[src/hw/rtl/tps_pkg.sv]
`timescale 1ns / 1ps
`default_nettype none
// ----------------------------------------------------------------------------
// tps_pkg
// Shared constants for the trapezoid pulse source: default widths and
// configuration register indexes.
// ----------------------------------------------------------------------------
package tps_pkg;

    localparam int DEF_TIME_WIDTH  = 32;
    localparam int DEF_LEVEL_WIDTH = 16;
    localparam int CYCLE_WIDTH     = 16;
    localparam int REG_IDX_WIDTH   = 3;

    typedef logic [REG_IDX_WIDTH-1:0] reg_idx_t;

    localparam reg_idx_t REG_INITIAL_LEVEL = 3'd0;
    localparam reg_idx_t REG_PULSED_LEVEL  = 3'd1;
    localparam reg_idx_t REG_DELAY_TICKS   = 3'd2;
    localparam reg_idx_t REG_RISE_TICKS    = 3'd3;
    localparam reg_idx_t REG_FALL_TICKS    = 3'd4;
    localparam reg_idx_t REG_WIDTH_TICKS   = 3'd5;
    localparam reg_idx_t REG_PERIOD_TICKS  = 3'd6;
    localparam reg_idx_t REG_CYCLE_COUNT   = 3'd7;

endpackage
`default_nettype wire

[src/hw/rtl/tps_mod_pipe.sv]
`timescale 1ns / 1ps
`default_nettype none
// ----------------------------------------------------------------------------
// tps_mod_pipe
// Pipelined restoring remainder: one dividend bit per stage, W stages.
// ----------------------------------------------------------------------------
module tps_mod_pipe
    import tps_pkg::*;
#(
    parameter int W = DEF_TIME_WIDTH
)
(
    input  wire logic         clk,
    input  wire logic         rst_n,
    input  wire logic         adv,
    input  wire logic         in_valid,
    input  wire logic [W-1:0] dividend,
    input  wire logic [W-1:0] divisor,
    input  wire logic         force_zero,
    output logic              out_valid,
    output logic [W-1:0]      remainder
);

    logic [W-1:0] vld_reg;
    logic [W-1:0] zero_reg;
    logic [W-1:0] rem_reg [W];
    logic [W-1:0] num_reg [W];

    genvar k;
    generate
        for (k = 0; k < W; k++)
        begin : g_stage
            logic         pv;
            logic         pz;
            logic [W-1:0] prem;
            logic [W-1:0] pnum;
            logic [W:0]   trial;
            logic         ge;
            logic [W:0]   rem_next;

            if (k == 0)
            begin : g_first
                assign pv   = in_valid;
                assign pz   = force_zero;
                assign prem = '0;
                assign pnum = dividend;
            end
            else
            begin : g_rest
                assign pv   = vld_reg[k-1];
                assign pz   = zero_reg[k-1];
                assign prem = rem_reg[k-1];
                assign pnum = num_reg[k-1];
            end

            assign trial    = {prem, pnum[W-1]};
            assign ge       = (trial >= {1'b0, divisor});
            assign rem_next = ge ? (trial - {1'b0, divisor}) : trial;

            always_ff @(posedge clk or negedge rst_n)
            begin
                if (!rst_n)
                begin
                    vld_reg[k] <= 1'b0;
                end
                else if (adv)
                begin
                    vld_reg[k] <= pv;
                end
            end

            always_ff @(posedge clk)
            begin
                if (adv)
                begin
                    zero_reg[k] <= pz;
                    rem_reg[k]  <= rem_next[W-1:0];
                    num_reg[k]  <= {pnum[W-2:0], 1'b0};
                end
            end
        end
    endgenerate

    assign out_valid = vld_reg[W-1];
    assign remainder = zero_reg[W-1] ? '0 : rem_reg[W-1];

endmodule
`default_nettype wire

[config.mk]
export PLATFORM = sky130hd
export DESIGN_NAME = tps_mod_pipe
export DESIGN_NICKNAME = d
export VERILOG_FILES = /design/src/hw/rtl/tps_pkg.sv /design/src/hw/rtl/tps_mod_pipe.sv
export SDC_FILE = /design/constraint.sdc
export NUM_CORES = 2
export LEC_CHECK = 0
export BUFFER_PORTS_ARGS = -buffer_cell sky130_fd_sc_hd__buf_2
export CAP_MARGIN = 20
export CORE_UTILIZATION = 46
export DETAILED_ROUTE_END_ITERATION = 8
export GPL_TIMING_DRIVEN = 0
export PLACE_DENSITY = 0.6
export SETUP_SLACK_MARGIN = 0.02
export SYNTH_ARGS = -nofsm -noshare
export SYNTH_HDL_FRONTEND = slang
export SYNTH_SLANG_ARGS = --single-unit
[constraint.sdc]
create_clock -name clk -period 4 [get_ports clk]
set_clock_uncertainty 0.05 [all_clocks]
set_input_delay 0.2 -clock clk [delete_from_list [all_inputs] [get_ports clk]]
set_output_delay 0.2 -clock clk [all_outputs]
set_load 0.005 [all_outputs]
; Word level (Yosys, flattened, before mapping)
; Memory sizes are Yosys's and may differ from the RTL's.
; Index checks and enable logic that the tools add are counted.
[totals]
regBits = 64
mem_bits_rw = 2016
output_inout_bits = 33
memories = 2
[memory_table]
columns = name, words, width, read_ports, rd_ports_with_merged_regs, write_ports, line
row1 = rem_reg, 32, 32, 32, 0, 32, tps_mod_pipe.sv:26  ; logic [W-1:0] rem_reg [W];
row2 = num_reg, 32, 31, 31, 0, 32, tps_mod_pipe.sv:27  ; logic [W-1:0] num_reg [W];
[op_classes]
add_sub_neg = 32
order_cmp = 32
muxes = 35
[ops]
columns = op, count
row1 = 32-bit two-way mux, 33
row2 = 33-bit by 32-bit greater-or-equal comparator with 1-bit output, 31
row3 = 32-bit subtractor, 31
row4 = 1-bit by 32-bit greater-or-equal comparator with 1-bit output, 1
row5 = 1-bit by 32-bit subtractor with 32-bit output, 1
row6 = 1-bit two-way mux, 2

; Longest topological paths before layout
; An unclocked memory read counts as a cell.
[depth]
word_depth = 3
depth_mapped = 15
ltp_nobuf = 14

; Worst setup path after synthesis
; No wires, ideal clock.
[synth_timing]
path_kind = input -> register
startpoint = in divisor[1]
endpoint = mem rem_reg[15][23] (netlist name), data pin
setup_time_ns = 0.260
arrival_ns = 5.827
slack_ns = -2.137
cell_stages = 14
path_buffers = 2
path_cell_list = inv_1 clkbuf_1 ha_1 nor2b_1 o31a_1 o41ai_2 a21oi_2 a31oi_2 o21bai_1 a31oi_1 o21ai_1 a41oi_2 buf_6 mux2_2
[synth_lines]
columns = element, line
row1 = from (decl), tps_mod_pipe.sv:18  ; input wire logic [W-1:0] divisor,
row2 = to (decl), tps_mod_pipe.sv:26

==> reports/results.ini <==
[floorplanning]
core-area_um2=235000
ioPinCount=102
rows=178
dieArea_um2=239000
die_h_um=488
start_util_pct=46.3
die_x_um=488

[timing]
tightest_slew_ns=1.11
slew_viol_final=0
slew_headroom_pct=25.7
fin_crit_sh_pct=97.5
min_period_ns=3.90
fmax_mhz=256
hold_ws_ns=0.0717
setup_viol=0
hold_viol=0

[logic_synthesis]
synth_top_family_by_area=compound AO/OA/AOI/OAI gates
yosys.area.top_type=edfxtp_1
synthDistinctLibCells=116
synthAdderAreaFrac_pct=12.0
synth-simple-area-share_pct=11.0
synthXorXnorAreaFrac_pct=6.94
syn_area_um2=109000
syn-num-nets=11400
async_flop_share_pct=2.02
muxShareOfSynthArea_pct=4.90
yosys-top-cells-count=edfxtp_1, ha_1, a21oi_1, nand2_1, o21ai_0
synth_ff_type=edfxtp_1
synth_top_area_share_pct=42.8
synth_warnings=0
seq_area_frac_synth_pct=43.6
synthCells=10400
yosysMostFrequentCell=edfxtp_1
synthTopCellsByArea=edfxtp_1, ha_1, a21oi_1, xnor2_1, o21ai_0
syn_area_per_cell_um2=10.5
ys_ff_latch=1584
synth_compound_area_share_pct=19.3
synth_edf_count=1552

[global_routing]
grt_usage_pct=25.5
grt_first_pass_wirelength_um=471000
use_met2_pct=40.7
grt_pass1_vias=80400
use_met3_pct=3.36
overflow=0
met1_usage_pct=34.9
antenna_found_initial=5
grt_max_degree=188
busiest_layer=met2

[clocking]
cts_tree=done
h-tree-depth=4
clkLatencyLatePin_ns=0.87
root_buffer=clkbuf_16
clkTransAtPathRegs_ns=0.06
numCtsBuffers=182
cts.sinks=1584
cts.path.max_buffers=3

[drt]
via_per_inst=5.97
ant_nets=0
drt_iter0_markers=6520
firstDrtPassIters=6
routed_wl_um=312000
drc=0
vias=84100
wl_per_cell_um=22.1

[finish]
nNetsFinal=11900
finalNonFillerCells=14100
drive_gt1_share_pct=10.7
area_growth_pct=12.1
seqCellArea_um2=47400
fillers=20900
fin_util_pct=51.9
largest_register_ffs=1024
postLayoutCellArea_um2=122000
multi_input_area_um2=59300

[worst_setup_path]
crit_slowest_cell=edfxtp_1
ff2ff_setup_slack_ns=0.1
crit_path_max_fanout=10
cp-endpoint=rem_reg[29][6]
cp_num_buf_inv=1
worstSetupStartpoint=rem_reg[28][3]
cp_data_required_time_ns=4.54
r2r_cells=12
critPathLaunchType=register
r2r_end=rem_reg[29][6]
crit_chain=ha_1 > a21o_1 > a21o_1 > a21o_1 > o31ai_2 > nand3_1 > a31oi_1 > o21ai_1 > nor4b_1 > o32ai_2 > buf_2 > mux2_2
reg2reg_from=rem_reg[28][3]
path_class=reg -> reg
critPathCaptureType=register
cpLargestDelayFamily=compound AO/OA/AOI/OAI gates
cp.depth=12
critPathArrivalTime_ns=4.44
critPathMaxStageDelay_ns=0.40
crit_top_cell=a21o_1

[power]
total_power_uw=111000
peakVddDrop_mv=0.485
p_leak_uw=0.0480
power_density_nw_per_um2=913

[placement]
dp.cells=13600
place.gp.congestion=0.948
io_buffers=101
dpl.hpwl_um=224000
dpl_cell_area_um2=114000

[worst_hold_path]
hp-class=in -> reg
worstHoldPathCells=2

[status]
status=finished clean

[job]
max_cap_violations=0

==> worst reg2reg max path, cell delays in order, from the launching register on <==
cell and delay (ns):
edfxtp_1 0.40, ha_1 0.38, a21o_1 0.19, a21o_1 0.21, a21o_1 0.19, o31ai_2 0.28, nand3_1 0.13, a31oi_1 0.32
o21ai_1 0.21, nor4b_1 0.20, o32ai_2 0.32, buf_2 0.37, mux2_2 0.39
==> cell families after synthesis <==
logic type                 after synthesis
xor gates and xnor gates               862
DFF                                   1584
AOI/OAI and AO/OA                     3277
and+or+nand+nor                       2537
muxes                                  467
buffers and inverters                  603
adders and majority gates             1025
==> timing repair <==
item,in CTS,in global routing
setup buffers,4,20
pin swaps,3,18
hold buffers,79,0
hold endpoints to repair,207,0
resized for setup,23,90
setup endpoints to repair,255,452
==> worst min-delay path by stage <==
stage	endpoint	start
after global placement	g_stage[21].pv	rst_n
after floorplan	g_stage[10].pv	rst_n
after CTS	num_reg[0][13]	dividend[13]
final	num_reg[0][13]	dividend[13]
after global routing	num_reg[0][14]	dividend[14]
after detailed placement	g_stage[20].pv	rst_n
==> layout make-up <==
cell class,count,share of cell area (%)
diodes,2,0.00410
plain buffers,282,1.13
clock buffers,209,3.84
clock inverters,124,1.12
inverters,320,1.05
multi-input cells,8168,48.6
flip-flops and latches,1584,38.9
well taps,3150,3.23
repair buffers,244,2.13
==> per-stage QoR <==
stage          setup slack [ns]  setup TNS (ns)
6_report                 0.0985               0
3_5_place_dp              -1.32         -730.75
2_1_floorplan             0.267               0
5_1_grt                -0.00550        -0.00550
3_3_place_gp             -21.68               -
4_1_cts                  0.0221               0
==> power by group <==
group	leakage (uW)	internal, uW	switching (uW)
registers	0.0156	27800	4310
clock network	0.00293	9840	7020
logic	0.0295	26600	35800
total	0.0480	64200	47100
==> layer usage <==
| metal | vias to the layer above | share of wire, % |
|---|---|---|
| met5 | - | 0 |
| met4 | 0 | 4.1 |
| met3 | 557 | 5.6 |
| met2 | 2512 | 45 |
| met1 | 40800 | 45 |
| li1 | 40200 | - |
==> cells in the final DEF (no fill, tap or decap), drive strengths merged, types with 391 or more instances in the layout <==
cell | Yosys | layout
edfxtp | 1552 | 1552
a21o | 475 | 475
clkbuf | 181 | 391
xnor2 | 495 | 495
a21oi | 957 | 957
o21ai | 872 | 872
nor2 | 573 | 573
nand2 | 889 | 889
ha | 994 | 994
mux2 | 439 | 439
Note: power is estimated with default switching activity, not from simulation.
