`src/hw/rtl/tps_pkg.sv`:
```
`timescale 1ns / 1ps
`default_nettype none
// ----------------------------------------------------------------------------
// tps_pkg
// Shared constants for the trapezoid pulse source: default widths and
// configuration register indexes.
// ----------------------------------------------------------------------------
package tps_pkg;

    localparam int DEF_TIME_WIDTH  = 32;
    localparam int DEF_LEVEL_WIDTH = 16;
    localparam int CYCLE_WIDTH     = 16;
    localparam int REG_IDX_WIDTH   = 3;

    typedef logic [REG_IDX_WIDTH-1:0] reg_idx_t;

    localparam reg_idx_t REG_INITIAL_LEVEL = 3'd0;
    localparam reg_idx_t REG_PULSED_LEVEL  = 3'd1;
    localparam reg_idx_t REG_DELAY_TICKS   = 3'd2;
    localparam reg_idx_t REG_RISE_TICKS    = 3'd3;
    localparam reg_idx_t REG_FALL_TICKS    = 3'd4;
    localparam reg_idx_t REG_WIDTH_TICKS   = 3'd5;
    localparam reg_idx_t REG_PERIOD_TICKS  = 3'd6;
    localparam reg_idx_t REG_CYCLE_COUNT   = 3'd7;

endpackage
`default_nettype wire

```
`src/hw/rtl/tps_ramp_div.sv`:
```
`timescale 1ns / 1ps
`default_nettype none
// ----------------------------------------------------------------------------
// tps_ramp_div
// Pipelined quotient of product / span. The quotient is known to fit LW bits,
// so the top TW product bits seed the remainder and LW stages remain.
// ----------------------------------------------------------------------------
module tps_ramp_div
    import tps_pkg::*;
#(
    parameter int TW = DEF_TIME_WIDTH,
    parameter int LW = DEF_LEVEL_WIDTH
)
(
    input  wire logic            clk,
    input  wire logic            rst_n,
    input  wire logic            adv,
    input  wire logic            in_valid,
    input  wire logic [TW+LW-1:0] product,
    input  wire logic [TW-1:0]   span,
    input  wire logic [LW-1:0]   start,
    input  wire logic            neg,
    output logic                 out_valid,
    output logic [LW-1:0]        quotient,
    output logic [LW-1:0]        out_start,
    output logic                 out_neg
);

    logic [LW-1:0] vld_reg;
    logic [LW-1:0] neg_reg;
    logic [TW-1:0] rem_reg   [LW];
    logic [LW-1:0] num_reg   [LW];
    logic [LW-1:0] q_reg     [LW];
    logic [TW-1:0] span_reg  [LW];
    logic [LW-1:0] start_reg [LW];

    genvar k;
    generate
        for (k = 0; k < LW; k++)
        begin : g_stage
            logic          pv;
            logic          pn;
            logic [TW-1:0] prem;
            logic [LW-1:0] pnum;
            logic [LW-1:0] pq;
            logic [TW-1:0] pspan;
            logic [LW-1:0] pstart;
            logic [TW:0]   trial;
            logic          ge;
            logic [TW:0]   rem_next;

            if (k == 0)
            begin : g_first
                assign pv     = in_valid;
                assign pn     = neg;
                assign prem   = product[TW+LW-1:LW];
                assign pnum   = product[LW-1:0];
                assign pq     = '0;
                assign pspan  = span;
                assign pstart = start;
            end
            else
            begin : g_rest
                assign pv     = vld_reg[k-1];
                assign pn     = neg_reg[k-1];
                assign prem   = rem_reg[k-1];
                assign pnum   = num_reg[k-1];
                assign pq     = q_reg[k-1];
                assign pspan  = span_reg[k-1];
                assign pstart = start_reg[k-1];
            end

            assign trial    = {prem, pnum[LW-1]};
            assign ge       = (trial >= {1'b0, pspan});
            assign rem_next = ge ? (trial - {1'b0, pspan}) : trial;

            always_ff @(posedge clk or negedge rst_n)
            begin
                if (!rst_n)
                begin
                    vld_reg[k] <= 1'b0;
                end
                else if (adv)
                begin
                    vld_reg[k] <= pv;
                end
            end

            always_ff @(posedge clk)
            begin
                if (adv)
                begin
                    neg_reg[k]   <= pn;
                    rem_reg[k]   <= rem_next[TW-1:0];
                    num_reg[k]   <= {pnum[LW-2:0], 1'b0};
                    q_reg[k]     <= {pq[LW-2:0], ge};
                    span_reg[k]  <= pspan;
                    start_reg[k] <= pstart;
                end
            end
        end
    endgenerate

    assign out_valid = vld_reg[LW-1];
    assign quotient  = q_reg[LW-1];
    assign out_start = start_reg[LW-1];
    assign out_neg   = neg_reg[LW-1];

endmodule
`default_nettype wire

```
`config.mk`:
```
export PLATFORM = sky130hd
export DESIGN_NAME = tps_ramp_div
export DESIGN_NICKNAME = d
export VERILOG_FILES = /design/src/hw/rtl/tps_pkg.sv /design/src/hw/rtl/tps_ramp_div.sv
export SDC_FILE = /design/constraint.sdc
export NUM_CORES = 2
export LEC_CHECK = 0
export ABC_AREA = 0
export BUFFER_PORTS_ARGS = -buffer_cell sky130_fd_sc_hd__buf_2
export CORE_UTILIZATION = 55
export CTS_CLUSTER_SIZE = 12
export DETAILED_ROUTE_END_ITERATION = 7
export PLACE_DENSITY = 0.78
export SYNTH_ARGS = -nofsm -noshare
export SYNTH_HDL_FRONTEND = slang
export SYNTH_SLANG_ARGS = --single-unit
```
`constraint.sdc`:
```
create_clock -name clk -period 7.5 [get_ports clk]
set_input_delay 0.75 -clock clk [delete_from_list [all_inputs] [get_ports clk]]
set_output_delay 0.75 -clock clk [all_outputs]
set_load 0.02 [all_outputs]
```
* After elaboration in Yosys (flattened, before gate mapping)
Memories as Yosys holds them, arrays and structs flattened. Index checks and enable logic that the tools add are counted.
Cells by class: multiplexer cells 18, $add $sub $neg 16, magnitude comparators 16
Operator list (number):
- 33-bit by 32-bit greater-or-equal comparator with 1-bit output | 16
- 32-bit two-way mux | 16
- 32-bit subtractor | 16
- 1-bit two-way mux | 2
Storage, ports and cells: flip-flop bits (word level) 32, logic and storage cells 87, input port bits 101, output and inout port bits 34, memories 5, bits in writable memories 1776
Memory list:
- rem_reg | depth 16, bits a word 32, read ports 15, clocked after Yosys merged registers in 0, write ports 16, line tps_ramp_div.sv:31 | logic [TW-1:0] rem_reg [LW];
- span_reg | depth 16, bits a word 32, read ports 15, clocked after Yosys merged registers in 0, write ports 16, line tps_ramp_div.sv:34 | logic [TW-1:0] span_reg [LW];
- q_reg | depth 16, bits a word 16, read ports 16, clocked after Yosys merged registers in 0, write ports 16, line tps_ramp_div.sv:33 | logic [LW-1:0] q_reg [LW];
- start_reg | depth 16, bits a word 16, read ports 16, clocked after Yosys merged registers in 0, write ports 16, line tps_ramp_div.sv:35 | logic [LW-1:0] start_reg [LW];
- num_reg | depth 16, bits a word 15, read ports 15, clocked after Yosys merged registers in 0, write ports 16, line tps_ramp_div.sv:32 | logic [LW-1:0] num_reg [LW];

* Longest topological paths before layout
An unclocked memory read counts as a cell.
word-level depth 3, depth in mapped cells 16, gate-level depth less buffers 13

* Worst setup path before layout
OpenSTA, ideal clock, no wires.
path kind input to register, start input span[1], end memory rem_reg[0][24] (netlist name), data pin, stages 12, data arrival time 3.090 ns, data required time 7.232 ns, slack 4.143 ns, cells stage by stage inv_1 > ha_1 > nor2b_1 > o31a_1 > or3_1 > a31o_2 > a41oi_2 > or4_1 > nor2_1 > o21ai_2 > clkbuf_1 > o21ai_0
RTL lines:
- from (decl) | line tps_ramp_div.sv:20 | input wire logic [TW-1:0] span,
- to (decl) | line tps_ramp_div.sv:31

==> results.json <==
{
  "rsz0062_at_grt": "false",
  "nNetsFinal": 7239,
  "synth_flop_cell": "edfxtp_1",
  "clock_sinks": 1504,
  "cts-buffers-inserted": 159,
  "post-route-period-util_pct": 57.7,
  "dr_total_vias": 49000,
  "path_clk_slew_ns": 0.06,
  "ys_ff_latch": 1504,
  "synthCells": 6436,
  "n_antenna_cell": 0,
  "clock_skew_ns": 0.0351,
  "drc": 0,
  "track_usage_pct": 23.5,
  "avgViaCountPerCell": 5.71,
  "netlist_area_mm2": 0.0773,
  "fin_setup_tns_ns": 0,
  "hp-class": "in -> reg",
  "leakage_nw": 34.3,
  "fp-row-count": 137,
  "cts_root_buf": "clkbuf_16",
  "start_kind": "flip-flop",
  "clock_path_buffers": 3,
  "cts_max_level": 4,
  "synth_warnings": 0,
  "critPathMaxStageDelay_ns": 0.83,
  "netlist_top_cells_area": "edfxtp_1, ha_1, a21oi_1",
  "grt_pass1_vias": 49500,
  "dp_cells": 8325,
  "crit_type": "reg -> reg",
  "initial_core_util_pct": 55.4,
  "chipHeight_um": 377,
  "fp.coreArea_mm2": 0.140,
  "worstSkewPairLatency_ns": 0.80,
  "yosysTopAreaCell": "edfxtp_1",
  "crit_top_cell": "a21oi_1",
  "area_growth_pct": 9.85,
  "grt_max_degree": 161,
  "synth-xor-area-share_pct": 4.44,
  "synthDistinctLibCells": 108,
  "gp_congestion": 1.02,
  "overflow": 0,
  "wl_per_cell_um": 19.5,
  "cts_tree": "built",
  "worstPathArrival_ns": 4.87,
  "synth-edff-count": 1488,
  "first_pass_iters": 6,
  "post-cts-setup-buffers": 0,
  "design.die.area_mm2": 0.142,
  "synth_nets": 7064,
  "max_slew_margin_pct": 20.7,
  "setup-violations-final": 0,
  "dp_hpwl_um": 126000,
  "synthArstFlopShare_pct": 1.06,
  "synth-adder-area-share_pct": 8.67,
  "power.total_mw": 35.6,
  "vdd_ir_drop_max_uv": 307,
  "synth_top_family_by_area": "compound AO/OA/AOI/OAI gates",
  "cp_slowest_cell": "a211oi_4",
  "finalHoldViolCount": 0,
  "synth-seq-area-share_pct": 58.3,
  "ant_nets": 0,
  "worst_ep_required_time_ns": 8.04,
  "die_w_um": 377,
  "maxCapViolCount": 0,
  "slew_violations": 0,
  "drt_first_iter_violations": 2810,
  "muxShareOfSynthArea_pct": 2.61,
  "drt-total-wl_um": 167000,
  "yosys.area_share.simple_pct": 8.26,
  "antenna_found_initial": 1,
  "path_cells": "inv_1 -> ha_1 -> nor2b_1 -> o31a_1 -> o21ai_1 -> a21oi_1 -> a41oi_1 -> a21oi_1 -> a31o_2 -> a211oi_4 -> buf_12 -> a211oi_1 -> a21o_1",
  "synth_top_area_share_pct": 57.8,
  "rrSetupSlack_ns": 3.17,
  "instances_no_fill": 8587,
  "crit_path_end_kind": "flip-flop",
  "postSynthAreaPerCell_um2": 12.0,
  "crit_fanout": 39,
  "num_io_pins": 135,
  "fmaxAchievable_ghz": 0.231,
  "synth_common_cells": "edfxtp_1, inv_1, a21oi_1, ha_1, nand2_1",
  "grt_pass1_wl_um": 259000,
  "place.port_buffers": 134,
  "tightest_slew_ns": 1.19,
  "layout-drive-gt1-share_pct": 9.12,
  "synth-compound-area-share_pct": 13.7,
  "outcome": "complete, no violations",
  "synth.most_common_cell": "edfxtp_1",
  "fin_crit_ns": 4.33,
  "power.density_mw_per_mm2": 419
}
through the flow:
step	setup WS, ns	util, %	hold slack, ns	area, um^2
6_report	3.17	60.9	0.136	85000
5_1_grt	2.92	60.9	0.0833	85000
3_3_place_gp	3.03	57.4	0.400	80200
2_1_floorplan	4.14	-	0.400	77300
3_5_place_dp	2.95	57.4	0.405	80200
4_1_cts	3.13	60.9	0.0636	85000
layout by cell type (no fill, tap or decap), drive strengths merged, types with 61 or more instances in the layout:
| cell type | instances |
|---|---|
| nand3 | 99 |
| o21ai | 432 |
| nand2 | 429 |
| xor2 | 181 |
| buf | 171 |
| nor2 | 358 |
| ha | 512 |
| a31oi | 61 |
| inv | 652 |
| clkbuf | 190 |
| a21o | 261 |
| o21a | 71 |
| nor3 | 69 |
| xnor2 | 211 |
| nand4 | 86 |
| nor2b | 73 |
| mux2 | 165 |
| edfxtp | 1488 |
| a21oi | 527 |
power by group:
part | total, mW | switching (mW) | internal [mW] | leakage (nW)
registers | 13.0 | 1.04 | 12.0 | 14.7
logic | 15.3 | 8.89 | 6.39 | 17.2
clock network | 7.28 | 3.16 | 4.12 | 2.33
total | 35.6 | 13.1 | 22.5 | 34.3
cell families (layout without fill, tap and decap cells):
group / after synthesis / count (layout)
XOR/XNOR: 392 / 392
AO/OA/AOI/OAI: 1682 / 1682
adder cells (fa/ha/maj): 527 / 527
AND/OR/NAND/NOR: 1345 / 1345
multiplexers: 181 / 181
buffers and inverters: 805 / 1080
flip-flops: 1504 / 1504
final timing paths:
kind | cells after the start | start | endpoint
setup / recovery | 13 | span_reg[1][65]$_DFFE_PP_ | rem_reg[1][113]$_DFFE_PP_
hold / removal | 1 | product[12] | num_reg[0][12]$_DFFE_PP_
setup reg to reg | 13 | span_reg[1][65]$_DFFE_PP_ | rem_reg[1][113]$_DFFE_PP_
hold reg to reg | 0 | q_reg[5][3]$_DFFE_PP_ | q_reg[6][4]$_DFFE_PP_
max in group asynchronous | 2 | rst_n | g_stage[5].pv$_DFFE_PN0P_
min in group asynchronous | 2 | rst_n | out_valid$_DFFE_PN0P_
critical path, delay by kind of cell, from the launching register on:
kind                       cells  cell delay (ns)
AOI/OAI and AO/OA              9             2.89
DFF                            1             0.44
adders and majority gates      1             0.23
and+or+nand+nor                1             0.14
buffers and inverters          2             0.37
repair_timing:
action	CTS	global route
gates resized for setup	0	0
endpoints found under the hold margin	16	0
hold buffers	1	0
endpoints found under the setup margin	0	0
layer usage:
metal	wire length, um	up-vias	part of all wire (%)	track usage [%]
met4	12100	0	7.2	15.8
met5	0	-	0	0
met3	4910	497	2.9	3.24
met1	57800	23300	35	22.0
li1	-	24000	-	-
met2	92600	1138	55	46.4
layout make-up:
cell class                      instances  area [um^2]
Fill cell                           11000        54600
Sequential cell                      1504        45100
Multi-Input combinational cell       4127        29200
Clock buffer                          190         4120
Inverter                              647         2430
Tap cell                             1876         2350
Timing Repair Buffer                  172         1070
Clock inverter                         71          689
No activity file was read; power rests on OpenSTA's default activity.
